--- src/hw/rtl/tleb_pkg.sv ---
// ----------------------------------------------------------------------------
// tleb_pkg
// Types, codes and constants shared by the line edit buffer modules.
// ----------------------------------------------------------------------------
package tleb_pkg;

  localparam int CAP_W  = 6;
  localparam int CHAR_W = 7;
  localparam int BYTE_W = 8;
  localparam int POS_W  = 6;
  localparam int IDX_W  = 2;

  localparam logic [CAP_W-1:0]  CAP_RESET  = 6'd25;
  localparam logic [CHAR_W-1:0] LOW_RESET  = 7'd97;
  localparam logic [CHAR_W-1:0] HIGH_RESET = 7'd122;

  localparam logic [BYTE_W-1:0] KEY_ESC   = 8'd27;
  localparam logic [BYTE_W-1:0] KEY_LF    = 8'd10;
  localparam logic [BYTE_W-1:0] KEY_BS    = 8'd127;
  localparam logic [BYTE_W-1:0] KEY_CSI   = 8'd91;
  localparam logic [BYTE_W-1:0] KEY_LEFT  = 8'd68;
  localparam logic [BYTE_W-1:0] KEY_RIGHT = 8'd67;
  localparam logic [BYTE_W-1:0] KEY_BOL   = 8'd72;
  localparam logic [BYTE_W-1:0] KEY_END   = 8'd70;
  localparam logic [BYTE_W-1:0] KEY_DEL   = 8'd51;

  typedef enum logic [1:0] {
    REG_CAPACITY  = 2'd0,
    REG_INS_LOW   = 2'd1,
    REG_INS_HIGH  = 2'd2
  } reg_e;

  typedef enum logic [1:0] {
    ESC_IDLE  = 2'd0,
    ESC_SEEN  = 2'd1,
    ESC_FIRST = 2'd2,
    ESC_DELX  = 2'd3
  } esc_e;

  typedef enum logic [1:0] {
    KIND_STATUS = 2'd0,
    KIND_CHAR   = 2'd1,
    KIND_EMPTY  = 2'd2,
    KIND_CANCEL = 2'd3
  } kind_e;

  typedef enum logic [2:0] {
    EFF_NONE     = 3'd0,
    EFF_INSERTED = 3'd1,
    EFF_FULL     = 3'd2,
    EFF_MOVED    = 3'd3,
    EFF_REMOVED  = 3'd4
  } effect_e;

  typedef enum logic [1:0] {
    OP_NONE    = 2'd0,
    OP_SHIFT_R = 2'd1,
    OP_SHIFT_L = 2'd2,
    OP_EMIT    = 2'd3
  } op_e;

  typedef enum logic [2:0] {
    ST_IDLE    = 3'd0,
    ST_SHIFT_R = 3'd1,
    ST_SHIFT_L = 3'd2,
    ST_EMIT    = 3'd3,
    ST_DRAIN   = 3'd4
  } state_e;

  typedef struct packed {
    logic accept;
    logic shift_r;
    logic shift_l;
    logic emit;
  } cmd_t;

  typedef struct packed {
    op_e  op;
    logic at_lim;
    logic pend;
  } stat_t;

endpackage

--- src/hw/rtl/tleb_ctrl.sv ---
// ----------------------------------------------------------------------------
// tleb_ctrl
// Sequencer for the line edit buffer: runs store shifts and line emission.
// ----------------------------------------------------------------------------
module tleb_ctrl
  import tleb_pkg::*;
(
  input  logic  clk_i,
  input  logic  rst_ni,
  input  logic  start,
  output logic  busy,
  input  stat_t stat_i,
  output cmd_t  cmd_o
);

  state_e state_q, state_d;

  always_ff @(posedge clk_i or negedge rst_ni) begin
    if (!rst_ni) begin
      state_q <= ST_IDLE;
    end else begin
      state_q <= state_d;
    end
  end

  always_comb begin
    state_d = state_q;
    unique case (state_q)
      ST_IDLE: begin
        if (start) begin
          unique case (stat_i.op)
            OP_SHIFT_R: state_d = ST_SHIFT_R;
            OP_SHIFT_L: state_d = ST_SHIFT_L;
            OP_EMIT:    state_d = ST_EMIT;
            default:    state_d = ST_IDLE;
          endcase
        end
      end
      ST_SHIFT_R, ST_SHIFT_L, ST_EMIT: begin
        if (stat_i.at_lim) state_d = ST_DRAIN;
      end
      ST_DRAIN: begin
        if (!stat_i.pend) state_d = ST_IDLE;
      end
      default: state_d = ST_IDLE;
    endcase
  end

  always_comb begin
    cmd_o = '0;
    busy  = 1'b1;
    unique case (state_q)
      ST_IDLE: begin
        busy         = 1'b0;
        cmd_o.accept = start;
      end
      ST_SHIFT_R: cmd_o.shift_r = 1'b1;
      ST_SHIFT_L: cmd_o.shift_l = 1'b1;
      ST_EMIT:    cmd_o.emit    = 1'b1;
      ST_DRAIN:   cmd_o         = '0;
      default:    cmd_o         = '0;
    endcase
  end

endmodule

--- src/hw/rtl/tleb_dp.sv ---
// ----------------------------------------------------------------------------
// tleb_dp
// Datapath: key decode, line store, cursor and length, result register.
// ----------------------------------------------------------------------------
module tleb_dp
  import tleb_pkg::*;
#(
  parameter int MAX_LEN = 32
) (
  input  logic              clk_i,
  input  logic              rst_ni,
  input  cmd_t              cmd_i,
  output stat_t             stat_o,
  input  logic [BYTE_W-1:0] key_byte_i,
  input  logic              cfg_we_i,
  input  logic [IDX_W-1:0]  cfg_idx_i,
  input  logic [CHAR_W-1:0] cfg_data_i,
  output logic              result_valid_o,
  output logic [1:0]        result_kind_o,
  output logic [CHAR_W-1:0] char_out_o,
  output logic [POS_W-1:0]  cursor_pos_o,
  output logic [POS_W-1:0]  line_len_o,
  output logic [2:0]        key_effect_o,
  output logic              last_item_o
);

  localparam int CW = $clog2(MAX_LEN + 1);
  localparam int AW = $clog2(MAX_LEN);
  localparam int XW = 8;

  logic [CHAR_W-1:0] mem_q [MAX_LEN];
  logic [CHAR_W-1:0] rd_q;
  logic              ren;
  logic [AW-1:0]     raddr;

  logic [CW-1:0]     fill_q, fill_d, cur_q, cur_d, ptr_q, ptr_d, lim_q, lim_d;
  esc_e              esc_q, esc_d;
  logic [BYTE_W-1:0] first_q, first_d;
  logic [CAP_W-1:0]  cap_q;
  logic [CHAR_W-1:0] low_q, high_q;
  logic [CHAR_W-1:0] key_q, key_d;
  logic              wr_pend_q, wr_pend_d, wr_key_q, wr_key_d;
  logic [AW-1:0]     wr_addr_q, wr_addr_d;
  logic              em_pend_q, em_pend_d, em_last_q, em_last_d;

  logic              out_valid_q, out_valid_d;
  kind_e             kind_q, kind_d;
  logic [CHAR_W-1:0] char_q, char_d;
  logic [POS_W-1:0]  curo_q, curo_d, leno_q, leno_d;
  effect_e           eff_q, eff_d;
  logic              last_q, last_d;

  logic [CW-1:0]     nf, nc, np, nl;
  esc_e              ne;
  logic [BYTE_W-1:0] nfirst;
  logic [CHAR_W-1:0] nkey;
  logic              res_en;
  kind_e             res_kind;
  effect_e           res_eff;
  op_e               op;
  logic [XW-1:0]     cap_x, fill_x;

  assign cap_x  = (XW'(cap_q) > XW'(MAX_LEN)) ? XW'(MAX_LEN) : XW'(cap_q);
  assign fill_x = XW'(fill_q);

  // decode one byte against the current line state
  always_comb begin
    nf       = fill_q;
    nc       = cur_q;
    np       = ptr_q;
    nl       = lim_q;
    ne       = esc_q;
    nfirst   = first_q;
    nkey     = key_q;
    res_en   = 1'b0;
    res_kind = KIND_STATUS;
    res_eff  = EFF_NONE;
    op       = OP_NONE;
    unique case (esc_q)
      ESC_SEEN: begin
        nfirst = key_byte_i;
        ne     = ESC_FIRST;
      end
      ESC_FIRST: begin
        ne     = ESC_IDLE;
        res_en = 1'b1;
        if (first_q == KEY_CSI) begin
          unique case (key_byte_i)
            KEY_LEFT:  nc = (cur_q != '0) ? cur_q - CW'(1) : '0;
            KEY_RIGHT: nc = (cur_q < fill_q) ? cur_q + CW'(1) : cur_q;
            KEY_BOL:   nc = '0;
            KEY_END:   nc = fill_q;
            KEY_DEL: begin
              res_en = 1'b0;
              ne     = ESC_DELX;
            end
            default: begin
              res_kind = KIND_CANCEL;
              nf       = '0;
              nc       = '0;
            end
          endcase
          if (res_kind == KIND_STATUS && nc != cur_q) res_eff = EFF_MOVED;
        end else begin
          res_kind = KIND_CANCEL;
          nf       = '0;
          nc       = '0;
        end
      end
      ESC_DELX: begin
        ne     = ESC_IDLE;
        res_en = 1'b1;
        if (cur_q < fill_q) begin
          res_eff = EFF_REMOVED;
          nf      = fill_q - CW'(1);
          np      = cur_q;
          nl      = fill_q - CW'(1);
          op      = OP_SHIFT_L;
        end
      end
      ESC_IDLE: begin
        if (key_byte_i == KEY_ESC) begin
          ne = ESC_SEEN;
        end else if (key_byte_i == KEY_LF) begin
          nf = '0;
          nc = '0;
          if (fill_q == '0) begin
            res_en   = 1'b1;
            res_kind = KIND_EMPTY;
          end else begin
            np = '0;
            nl = fill_q - CW'(1);
            op = OP_EMIT;
          end
        end else if (key_byte_i == KEY_BS) begin
          res_en = 1'b1;
          if (cur_q != '0) begin
            res_eff = EFF_REMOVED;
            nc      = cur_q - CW'(1);
            nf      = fill_q - CW'(1);
            np      = cur_q - CW'(1);
            nl      = fill_q - CW'(1);
            op      = OP_SHIFT_L;
          end
        end else begin
          res_en = 1'b1;
          if (key_byte_i[BYTE_W-1] || key_byte_i[CHAR_W-1:0] < low_q ||
              key_byte_i[CHAR_W-1:0] > high_q) begin
            res_eff = EFF_NONE;
          end else if (fill_x >= cap_x) begin
            res_eff = EFF_FULL;
          end else begin
            res_eff = EFF_INSERTED;
            np      = fill_q;
            nl      = cur_q;
            nkey    = key_byte_i[CHAR_W-1:0];
            nc      = cur_q + CW'(1);
            nf      = fill_q + CW'(1);
            op      = OP_SHIFT_R;
          end
        end
      end
      default: ne = ESC_IDLE;
    endcase
  end

  // apply the decode, step the shifts and emission, load the result word
  always_comb begin
    fill_d      = fill_q;
    cur_d       = cur_q;
    ptr_d       = ptr_q;
    lim_d       = lim_q;
    esc_d       = esc_q;
    first_d     = first_q;
    key_d       = key_q;
    wr_pend_d   = 1'b0;
    wr_key_d    = wr_key_q;
    wr_addr_d   = wr_addr_q;
    em_pend_d   = 1'b0;
    em_last_d   = em_last_q;
    ren         = 1'b0;
    raddr       = '0;
    out_valid_d = 1'b0;
    kind_d      = kind_q;
    char_d      = char_q;
    curo_d      = curo_q;
    leno_d      = leno_q;
    eff_d       = eff_q;
    last_d      = last_q;

    if (cmd_i.accept) begin
      fill_d  = nf;
      cur_d   = nc;
      ptr_d   = np;
      lim_d   = nl;
      esc_d   = ne;
      first_d = nfirst;
      key_d   = nkey;
      if (res_en) begin
        out_valid_d = 1'b1;
        kind_d      = res_kind;
        char_d      = '0;
        curo_d      = POS_W'(nc);
        leno_d      = POS_W'(nf);
        eff_d       = res_eff;
        last_d      = 1'b1;
      end
    end

    if (cmd_i.shift_r) begin
      wr_pend_d = 1'b1;
      wr_addr_d = ptr_q[AW-1:0];
      if (ptr_q != lim_q) begin
        ren      = 1'b1;
        raddr    = AW'(ptr_q - CW'(1));
        wr_key_d = 1'b0;
        ptr_d    = ptr_q - CW'(1);
      end else begin
        wr_key_d = 1'b1;
      end
    end

    if (cmd_i.shift_l && ptr_q != lim_q) begin
      ren       = 1'b1;
      raddr     = AW'(ptr_q + CW'(1));
      wr_pend_d = 1'b1;
      wr_key_d  = 1'b0;
      wr_addr_d = ptr_q[AW-1:0];
      ptr_d     = ptr_q + CW'(1);
    end

    if (cmd_i.emit) begin
      ren       = 1'b1;
      raddr     = ptr_q[AW-1:0];
      em_pend_d = 1'b1;
      em_last_d = (ptr_q == lim_q);
      if (ptr_q != lim_q) ptr_d = ptr_q + CW'(1);
    end

    if (em_pend_q) begin
      out_valid_d = 1'b1;
      kind_d      = KIND_CHAR;
      char_d      = rd_q;
      curo_d      = '0;
      leno_d      = '0;
      eff_d       = EFF_NONE;
      last_d      = em_last_q;
    end
  end

  always_ff @(posedge clk_i) begin
    if (wr_pend_q) begin
      mem_q[wr_addr_q] <= wr_key_q ? key_q : rd_q;
    end
  end

  always_ff @(posedge clk_i) begin
    if (ren) begin
      rd_q <= mem_q[raddr];
    end
  end

  always_ff @(posedge clk_i or negedge rst_ni) begin
    if (!rst_ni) begin
      fill_q      <= '0;
      cur_q       <= '0;
      ptr_q       <= '0;
      lim_q       <= '0;
      esc_q       <= ESC_IDLE;
      first_q     <= '0;
      cap_q       <= CAP_RESET;
      low_q       <= LOW_RESET;
      high_q      <= HIGH_RESET;
      wr_pend_q   <= 1'b0;
      wr_key_q    <= 1'b0;
      em_pend_q   <= 1'b0;
      em_last_q   <= 1'b0;
      out_valid_q <= 1'b0;
    end else begin
      fill_q      <= fill_d;
      cur_q       <= cur_d;
      ptr_q       <= ptr_d;
      lim_q       <= lim_d;
      esc_q       <= esc_d;
      first_q     <= first_d;
      wr_pend_q   <= wr_pend_d;
      wr_key_q    <= wr_key_d;
      em_pend_q   <= em_pend_d;
      em_last_q   <= em_last_d;
      out_valid_q <= out_valid_d;
      if (cfg_we_i) begin
        unique case (cfg_idx_i)
          REG_CAPACITY: cap_q  <= CAP_W'(cfg_data_i);
          REG_INS_LOW:  low_q  <= cfg_data_i;
          REG_INS_HIGH: high_q <= cfg_data_i;
          default:      cap_q  <= cap_q;
        endcase
      end
    end
  end

  always_ff @(posedge clk_i) begin
    key_q     <= key_d;
    wr_addr_q <= wr_addr_d;
    kind_q    <= kind_d;
    char_q    <= char_d;
    curo_q    <= curo_d;
    leno_q    <= leno_d;
    eff_q     <= eff_d;
    last_q    <= last_d;
  end

  assign stat_o.op     = op;
  assign stat_o.at_lim = (ptr_q == lim_q);
  assign stat_o.pend   = wr_pend_q | em_pend_q;

  assign result_valid_o = out_valid_q;
  assign result_kind_o  = kind_q;
  assign char_out_o     = char_q;
  assign cursor_pos_o   = curo_q;
  assign line_len_o     = leno_q;
  assign key_effect_o   = eff_q;
  assign last_item_o    = last_q;

endmodule

--- src/hw/rtl/terminal_line_edit_buffer.sv ---
// ----------------------------------------------------------------------------
// terminal_line_edit_buffer
// Line editor for a raw terminal byte stream.
//
// A byte is taken on key_byte_i at a clock edge with start high and busy low.
// Configuration (capacity, insert range) is written through cfg_we_i,
// cfg_idx_i and cfg_data_i; the user must write it only while the block is
// idle, which the block itself does not enforce. Every result word appears
// for one cycle with result_valid_o high; the receiver takes it then and
// cannot stall the block. Cursor keys and refused inserts give their word in
// the cycle after the byte; the escape byte and the byte after it give none.
// Busy stays low for all of these, so a byte can follow every cycle. An
// insert keeps busy high while the store moves the characters from the cursor
// on right by one and writes the key at the cursor; a removal while it moves
// the later characters left by one. Enter puts out one character per cycle,
// each via the store read register and the result register, from line start.
// Reset clears length, cursor and escape state and loads the default
// configuration; the line store holds no reset value and needs no clearing.
// ----------------------------------------------------------------------------
module terminal_line_edit_buffer
  import tleb_pkg::*;
#(
  parameter int MAX_LEN = 32
) (
  input  logic              clk_i,
  input  logic              rst_ni,
  input  logic              start,
  output logic              busy,
  input  logic [BYTE_W-1:0] key_byte_i,
  input  logic              cfg_we_i,
  input  logic [IDX_W-1:0]  cfg_idx_i,
  input  logic [CHAR_W-1:0] cfg_data_i,
  output logic              result_valid_o,
  output logic [1:0]        result_kind_o,
  output logic [CHAR_W-1:0] char_out_o,
  output logic [POS_W-1:0]  cursor_pos_o,
  output logic [POS_W-1:0]  line_len_o,
  output logic [2:0]        key_effect_o,
  output logic              last_item_o
);

  cmd_t  cmd;
  stat_t stat;

  tleb_ctrl u_ctrl (
    .clk_i  (clk_i),
    .rst_ni (rst_ni),
    .start  (start),
    .busy   (busy),
    .stat_i (stat),
    .cmd_o  (cmd)
  );

  tleb_dp #(
    .MAX_LEN (MAX_LEN)
  ) u_dp (
    .clk_i          (clk_i),
    .rst_ni         (rst_ni),
    .cmd_i          (cmd),
    .stat_o         (stat),
    .key_byte_i     (key_byte_i),
    .cfg_we_i       (cfg_we_i),
    .cfg_idx_i      (cfg_idx_i),
    .cfg_data_i     (cfg_data_i),
    .result_valid_o (result_valid_o),
    .result_kind_o  (result_kind_o),
    .char_out_o     (char_out_o),
    .cursor_pos_o   (cursor_pos_o),
    .line_len_o     (line_len_o),
    .key_effect_o   (key_effect_o),
    .last_item_o    (last_item_o)
  );

endmodule

--- config.mk ---
export PLATFORM = sky130hd
export DESIGN_NAME = terminal_line_edit_buffer
export DESIGN_NICKNAME = d
export VERILOG_FILES = /design/src/hw/rtl/tleb_pkg.sv /design/src/hw/rtl/tleb_ctrl.sv /design/src/hw/rtl/tleb_dp.sv /design/src/hw/rtl/terminal_line_edit_buffer.sv
export SDC_FILE = /design/constraint.sdc
export NUM_CORES = 1
export LEC_CHECK = 0
export BUFFER_PORTS_ARGS = -buffer_cell sky130_fd_sc_hd__buf_4
export CELL_PAD_IN_SITES_DETAIL_PLACEMENT = 1
export CELL_PAD_IN_SITES_GLOBAL_PLACEMENT = 1
export CORE_MARGIN = 1
export CORE_UTILIZATION = 50
export CTS_BUF_LIST = sky130_fd_sc_hd__clkbuf_8
export CTS_CLUSTER_DIAMETER = 50
export DETAILED_ROUTE_END_ITERATION = 16
export PLACE_DENSITY_LB_ADDON = 0.08
export SKIP_LAST_GASP = 1
export SYNTH_ARGS = -nofsm -noshare
export SYNTH_HDL_FRONTEND = slang
export SYNTH_SLANG_ARGS = --single-unit
--- constraint.sdc ---
create_clock -name clk_i -period 7.2 [get_ports clk_i]
set_clock_uncertainty 0.1 [all_clocks]
set_input_delay 0.36 -clock clk_i [delete_from_list [all_inputs] [get_ports clk_i]]
set_output_delay 0.36 -clock clk_i [all_outputs]
set_load 0.01 [all_outputs]
==> Word-level counts from Yosys, hierarchy flattened <==
Memory sizes are Yosys's and may differ from the RTL's. A register that Yosys moved wholly into a read port is not among the register bits.
Index checks and enable logic that the tools add are counted.
W data, S select, Z words.
{ "op_classes": {"magnitude_cmp": 5, "muxes": 123, "bitwise": 6, "addsub": 6, "n_reduce_logical": 26, "eq_ne": 34} }
{ "ops": {"columns": ["operator", "count"], "rows": [
  ["$mux W6", 43],
  ["$eq A8 B7 Y1 const B", 6],
  ["$mux W2", 19],
  ["$pmux W6 S2", 3],
  ["$mux W3", 10],
  ["$mux W5", 6],
  ["$mux W1", 29],
  ["$mux W7", 4],
  ["$pmux W6 S4", 1],
  ["$add A6 B1 Y6 const B", 3],
  ["$pmux W3 S3", 2],
  ["$pmux W6 S3", 1],
  ["$sub A6 B1 Y6 const B", 3],
  ["$reduce_and A2 Y1", 7],
  ["$ne A6 B6 Y1", 2],
  ["$eq A2 B2 Y1 const B", 5],
  ["$eq A8 B4 Y1 const B", 1],
  ["$eq A8 B5 Y1 const B", 1],
  ["$eq A8 B6 Y1 const B", 1],
  ["$ge A6 B8 Y1", 1],
  ["$ne A2 B2 Y1 const B", 4],
  ["$ne A4 B2 Y1 const B", 2],
  ["$pmux W2 S2", 2],
  ["$pmux W2 S4", 1],
  ["other kinds (28)", 43]
]} }
{ "totals": {"ram_bits": 224, "ff_bits": 99, "wordCells": 224, "memories": 1} }
{ "mem_list": {"columns": ["memory", "words", "width", "read_ports", "rd_clocked_by_memory_dff", "write_ports", "line_no", "source"], "rows": [
  ["u_dp.mem_q", 32, 7, 1, 1, 1, "tleb_dp.sv:31", "logic [CHAR_W-1:0] mem_q [MAX_LEN];"]
]} }

==> Longest topological paths before layout <==
{ "logic_depth": {"depth_word": 15, "mapped_depth": 14, "mapped_depth_nobuf": 13} }

==> Modules after synthesis <==
From an unflattened synthesis, not the netlist that was laid out.
{ "unflattened": {"cells_unflattened": 1216, "area_unflattened_um2": 15874.0} }
{ "by_module_without_submodules": {"columns": ["module", "cells_each", "n_inst", "area_per_inst_um2"], "rows": [
  ["tleb_dp", 1198, 1, 15690.0],
  ["tleb_ctrl", 18, 1, 183.9]
]} }

==> Least setup slack after synthesis <==
OpenSTA, ideal clock, no wires.
{ "synth_path": {"kind": "register to register", "start": "register u_dp.fill_q[0]", "end": "register u_dp.key_q[0] (enable)", "t_arrival_ns": 2.608, "stages_incl_launch_ff": 12, "path_slack_ns": 4.132, "setup_time_ns": 0.360, "n_path_buf": 2, "path_cell_list": "dfrtp_1 clkbuf_1 inv_1 ha_1 nand2b_1 a21oi_1 o21ai_0 a31oi_1 and3_1 clkbuf_1 nand2_1 nor2_1"} }
{ "synth_via": {"elab_chain_cells": 3} }
{ "synth_rtl": {"columns": ["element", "line_no", "source"], "rows": [
  ["start: declaration", "tleb_dp.sv:36", "logic [CW-1:0] fill_q, fill_d, cur_q, cur_d, ptr_q, ptr_d, lim_q, lim_d;"],
  ["start signal: assignment", "tleb_dp.sv:280", "fill_q <= fill_d;"],
  ["$ge A6 B8 Y1", "tleb_dp.sv:150", "end else if (fill_x >= cap_x) begin"],
  ["$not A1 Y1 (no line)", null, null],
  ["$reduce_and A7 Y1 (no line)", null, null],
  ["end signal: assignment", "tleb_dp.sv:303", "key_q <= key_d;"],
  ["end: declaration", "tleb_dp.sv:41", "logic [CHAR_W-1:0] key_q, key_d;"]
]} }
Every way passes these cells.
A chain may end at the register's enable or synchronous reset.

==> Final worst setup path <==
{ "layout_path": {"start": "register u_dp.ptr_q[0]", "end": "register u_dp.rd_q[3] (read register of u_dp.mem_q) (data pin)"} }
{ "layout_via": {"elab_chain_cells": 5, "elab_cells_between_ends": 12, "classes_between": "2 x add/sub; 1 x eq/ne; 8 x mux; 1 x reduce/logical"} }
{ "layout_rtl": {"columns": ["element", "line_no", "source"], "rows": [
  ["start: declaration", "tleb_dp.sv:36", null],
  ["start signal: assignment", "tleb_dp.sv:282", "ptr_q <= ptr_d;"],
  ["$sub A6 B1 Y6 or $ne A6 B6 Y1 (tied branches)", "tleb_dp.sv:215, tleb_dp.sv:213, tleb_dp.sv:223", null],
  ["$mux W5 or $mux W1 (tied branches)", "tleb_dp.sv:213", "if (ptr_q != lim_q) begin"],
  ["$mux W5 or $mux W1 (tied branches)", "tleb_dp.sv:210", "if (cmd_i.shift_r) begin"],
  ["$mux W5 or $mux W1 (tied branches)", "tleb_dp.sv:223", "if (cmd_i.shift_l && ptr_q != lim_q) begin"],
  ["$mux W5 or $mux W1 (tied branches)", "tleb_dp.sv:232", "if (cmd_i.emit) begin"],
  ["end: declaration", "tleb_dp.sv:32", "logic [CHAR_W-1:0] rd_q;"]
]} }
Several ways; a longest one is shown, not always the timed one.

==> impl_summary.txt <==
----------------------------------------------------
[Logic synthesis]
  Post-synthesis area per instance ... 13.5 sq um
  Number of enable-type register cells in the synthesized netlist ... 251
  Number of distinct standard cells referenced by the synthesized netlist ... 98
  Sequential element share of the synthesized area ... 0.585
  Synthesized net count ... 1,252
  Most frequently used flop master after synthesis ... edfxtp_1
  Fraction of synthesis flops using an asynchronous set or reset pin ... 0.188
  Flops & latches, synth ... 330
  Yosys warning total ... 0
  Area of the mapped netlist ... 16,100 sq um
  Count of mapped cells out of synthesis ... 1,194

[Die]
  DIE AREA ... 33,000 sq um
  Top-level port count ... 48
  Row cnt ... 65
  CORE AREA ... 31,600 sq um
  Die H ... 182 microns
  Horizontal die dimension ... 182 microns
  Initial standard-cell utilization of the core ... 0.510

[Placement]
  Number of cells after detailed placement ... 1,581
  GP Congestion ... 0.934
  Detailed placement HPWL ... 30.7 mm
  Count of input and output buffers ... 47

[Global routing]
  First-pass GRT wire length ... 68.4 mm
  Vias in the first global route ... 11,000
  Overflow left after global routing ... 0
  Number of antenna violations at the first check in global routing ... 0
  Pin count of the biggest net entering global routing ... 63
  Global-route usage over all layers ... 0.280

[CTS]
  Clk sink count ... 330
  Largest buffer count on any clock path ... 3
  Post-CTS setup buffers ... 0
  Number of H-tree levels ... 2
  Hold Buf Count CTS ... 16
  CTS Buf Count ... 55
  Root Driver ... clkbuf_8
  Post-cts repair resize count ... 0
  Worst-path clk slew ... 0.07 ns
  Worst-skew pair later-pin latency ... 0.63 ns
  Clock tree from TritonCTS ... built

[STA]
  Fmax ... 0.231 GHz
  Setup Viol. Count Final ... 0
  Final setup TNS ... 0 ns
  Worst slew margin relative to its limit ... 0.357
  Period minus WS final ... 4.33 ns
  Final period util ... 0.601
  Pin slew with the least headroom to its limit ... 0.963 ns
  Max-slew violations ... 0
  Unrepaired setup endpoints after global routing ... false
  Count of final hold-check violations ... 0

[Drt]
  Detailed-route wire length ... 45.1 mm
  Remaining number of nets flagged by the antenna check after routing ... 0
  Post-detailed-route via-to-cell ratio ... 6.32
  Average detailed-routed wire length per instance ... 26.5 microns
  Number of violations reported at the end of detailed-routing iteration 0 ... 872
  Number of detailed-routing iterations run before antenna repair ... 5
  Total vias in the final route ... 10,700
  DRC errors left ... 0

[Critical path]
  Type of destination of the critical path ... flop
  Cell type of the slowest stage on the worst timing path ... a21oi_4
  Type of element launching the critical path ... flop
  Delay contributed by the slowest stage of the critical path ... 0.71 ns
  Worst endpoint data arrival time ... 4.55 ns
  Critical path type ... reg2reg
  Required @ worst endpoint ... 7.43 ns
  Most frequent CP cell ... mux2i_1
  Worst-path maximum fanout ... 27
  Register-to-Register Path Depth ... 9
  Critical Path, Cell by Cell ... inv_1 > ha_1 > mux2i_1 > o21ai_2 > a21oi_4 > buf_4 > mux4_2 > mux2i_1 > a221oi_1

[Cells and area]
  Antenna diode instance count ... 0
  Final instance count without filler cells ... 1,701
  Fraction of layout instances using a drive strength above 1 ... 0.227
  Count of nets after finishing ... 1,310
  Most common library cell in the layout ignoring fill and taps ... edfxtp_1
  Area growth from synthesis to layout ... 11.7%
  Highest-count cells in the layout ignoring fill and taps ... 251 x edfxtp_1, 103 x nor2_1, 70 x nand2_1, 59 x clkbuf_8, 57 x a21oi_1

[Power and ir drop]
  Max VDD drop ... 0.000211 V
  Power per standard cell area ... 454 nW/um^2
  Total leakage power ... 6.34 nW

[Outcome]
  Outcome ... completed

[Worst hold path]
  Worst Hold Path Cells ... 3
  Class of the worst hold path ... in2reg

[Job]
  Number of violations of the max-capacitance limit ... 0

----------------------------------------------------
[metrics by stage]
step	hold slack [ns]	worst slack, ns	power (mW)	util	area (sq um)
2_1_floorplan	-0.0356	4.13	5.36	-	16100
3_3_place_gp	0.355	3.05	6.32	0.528	16700
3_5_place_dp	0.365	2.84	6.42	0.528	16700
4_1_cts	0.0309	2.81	8.20	0.570	18000
5_1_grt	0.0931	2.52	8.59	0.570	18000
6_report	0.0620	2.87	8.18	0.570	18000
[cell type report]
cell class	instances	area [sq um]
Fill cell	3069	13600
Sequential cell	330	9440
Multi-Input combinational cell	750	6170
Clock buffer	59	812
Timing Repair Buffer	71	573
Tap cell	402	503
Clock inverter	45	360
Inverter	44	165
[per-layer routing]
layer  track usage  routed length [microns]  vias up
met5             0                        0        -
met4        0.0766                      909        0
met3        0.0646                     3590       60
met2         0.416                    20100      414
met1         0.413                    20400     5547
li1              -                        -     4726
[power breakdown]
group	switching, mW	internal [mW]	leakage [nW]	total, mW
clock	0.799	0.953	0.644	1.75
sequential	0.366	2.68	3.15	3.05
combinational	2.04	1.34	2.55	3.38
[cells by family (layout without fill, tap and decap cells)]
group / Yosys count / count (layout) / share of synthesized area
xor gates and xnor gates: 22 / 22 / 0.0133
adders and majority gates: 37 / 37 / 0.0287
buffers and inverters: 114 / 219 / 0.0339
AOI/OAI and AO/OA: 248 / 248 / 0.112
muxes: 133 / 133 / 0.129
DFF: 330 / 330 / 0.585
and+or+nand+nor: 310 / 310 / 0.0978
[cell usage after synthesis (6+ instances only)]
cell type / number / area (sq um)
a211oi_2: 10 / 125
a21oi_1: 58 / 290
a221oi_1: 9 / 78.8
a22o_1: 10 / 87.6
a31oi_1: 14 / 87.6
and2_1: 13 / 81.3
buf_2: 23 / 115
buf_4: 10 / 75.1
buf_6: 7 / 78.8
clkbuf_1: 27 / 101
dfrtp_1: 51 / 1280
dfstp_2: 11 / 289
dfxtp_1: 17 / 340
edfxtp_1: 251 / 7540
ha_1: 37 / 463
inv_1: 42 / 158
mux2_2: 40 / 450
mux2i_1: 36 / 360
mux4_2: 56 / 1260
nand2_1: 70 / 263
nand2b_1: 10 / 62.6
nand3_1: 16 / 80.1
nand3b_1: 8 / 60.1
nand4_1: 11 / 68.8
nor2_1: 103 / 387
nor2b_1: 8 / 50.1
nor3_1: 16 / 80.1
nor4_1: 8 / 50.1
o211ai_1: 6 / 45.0
o21ai_0: 41 / 205
o221ai_1: 6 / 52.6
o22ai_1: 14 / 87.6
o31ai_1: 7 / 52.6
or3_1: 6 / 37.5
xnor2_1: 14 / 123
[critical path, delay by kind of cell, from the launching register on]
family	cells	cell delay (ns)
compound gates	3	0.98
fa+ha+maj	1	0.39
buf+inv	2	0.81
flops	1	0.58
mux	3	1.16
[sequential cells by signal, indices dropped and copies added, names as in the netlist, 2 cells and up]
name / cells
u_ctrl.state_q: 3
u_dp.lim_q: 6
u_dp.key_effect_o: 3
u_dp.cur_q: 6
u_dp.first_q: 8
u_dp.ptr_q: 6
u_dp.fill_q: 6
u_dp.line_len_o: 6
u_dp.esc_q: 2
u_dp.high_q: 7
u_dp.result_kind_o: 2
u_dp.rd_q: 7
u_dp.char_out_o: 7
u_dp.cap_q: 6
u_dp.low_q: 7
u_dp.key_q: 7
u_dp.mem_q: 224
u_dp.cursor_pos_o: 6
u_dp.wr_addr_q: 5
[final timing paths]
| check | to | from | slack (ns) |
|---|---|---|---|
| setup / recovery | u_dp.rd_q[3] | u_dp.ptr_q[0] | 2.87 |
| min in group asynchronous | u_dp.low_q[2] | rst_ni | 0.31 |
| hold / removal | u_dp.cap_q[5] | cfg_idx_i[1] | 0.06 |
| setup reg to reg | u_dp.rd_q[3] | u_dp.ptr_q[0] | 2.87 |
| hold reg to reg | u_dp.em_last_q | u_dp.em_last_q | 0.38 |
| max in group asynchronous | u_dp.cur_q[2] | rst_ni | 6.06 |
(Power assumes the default switching activity.)
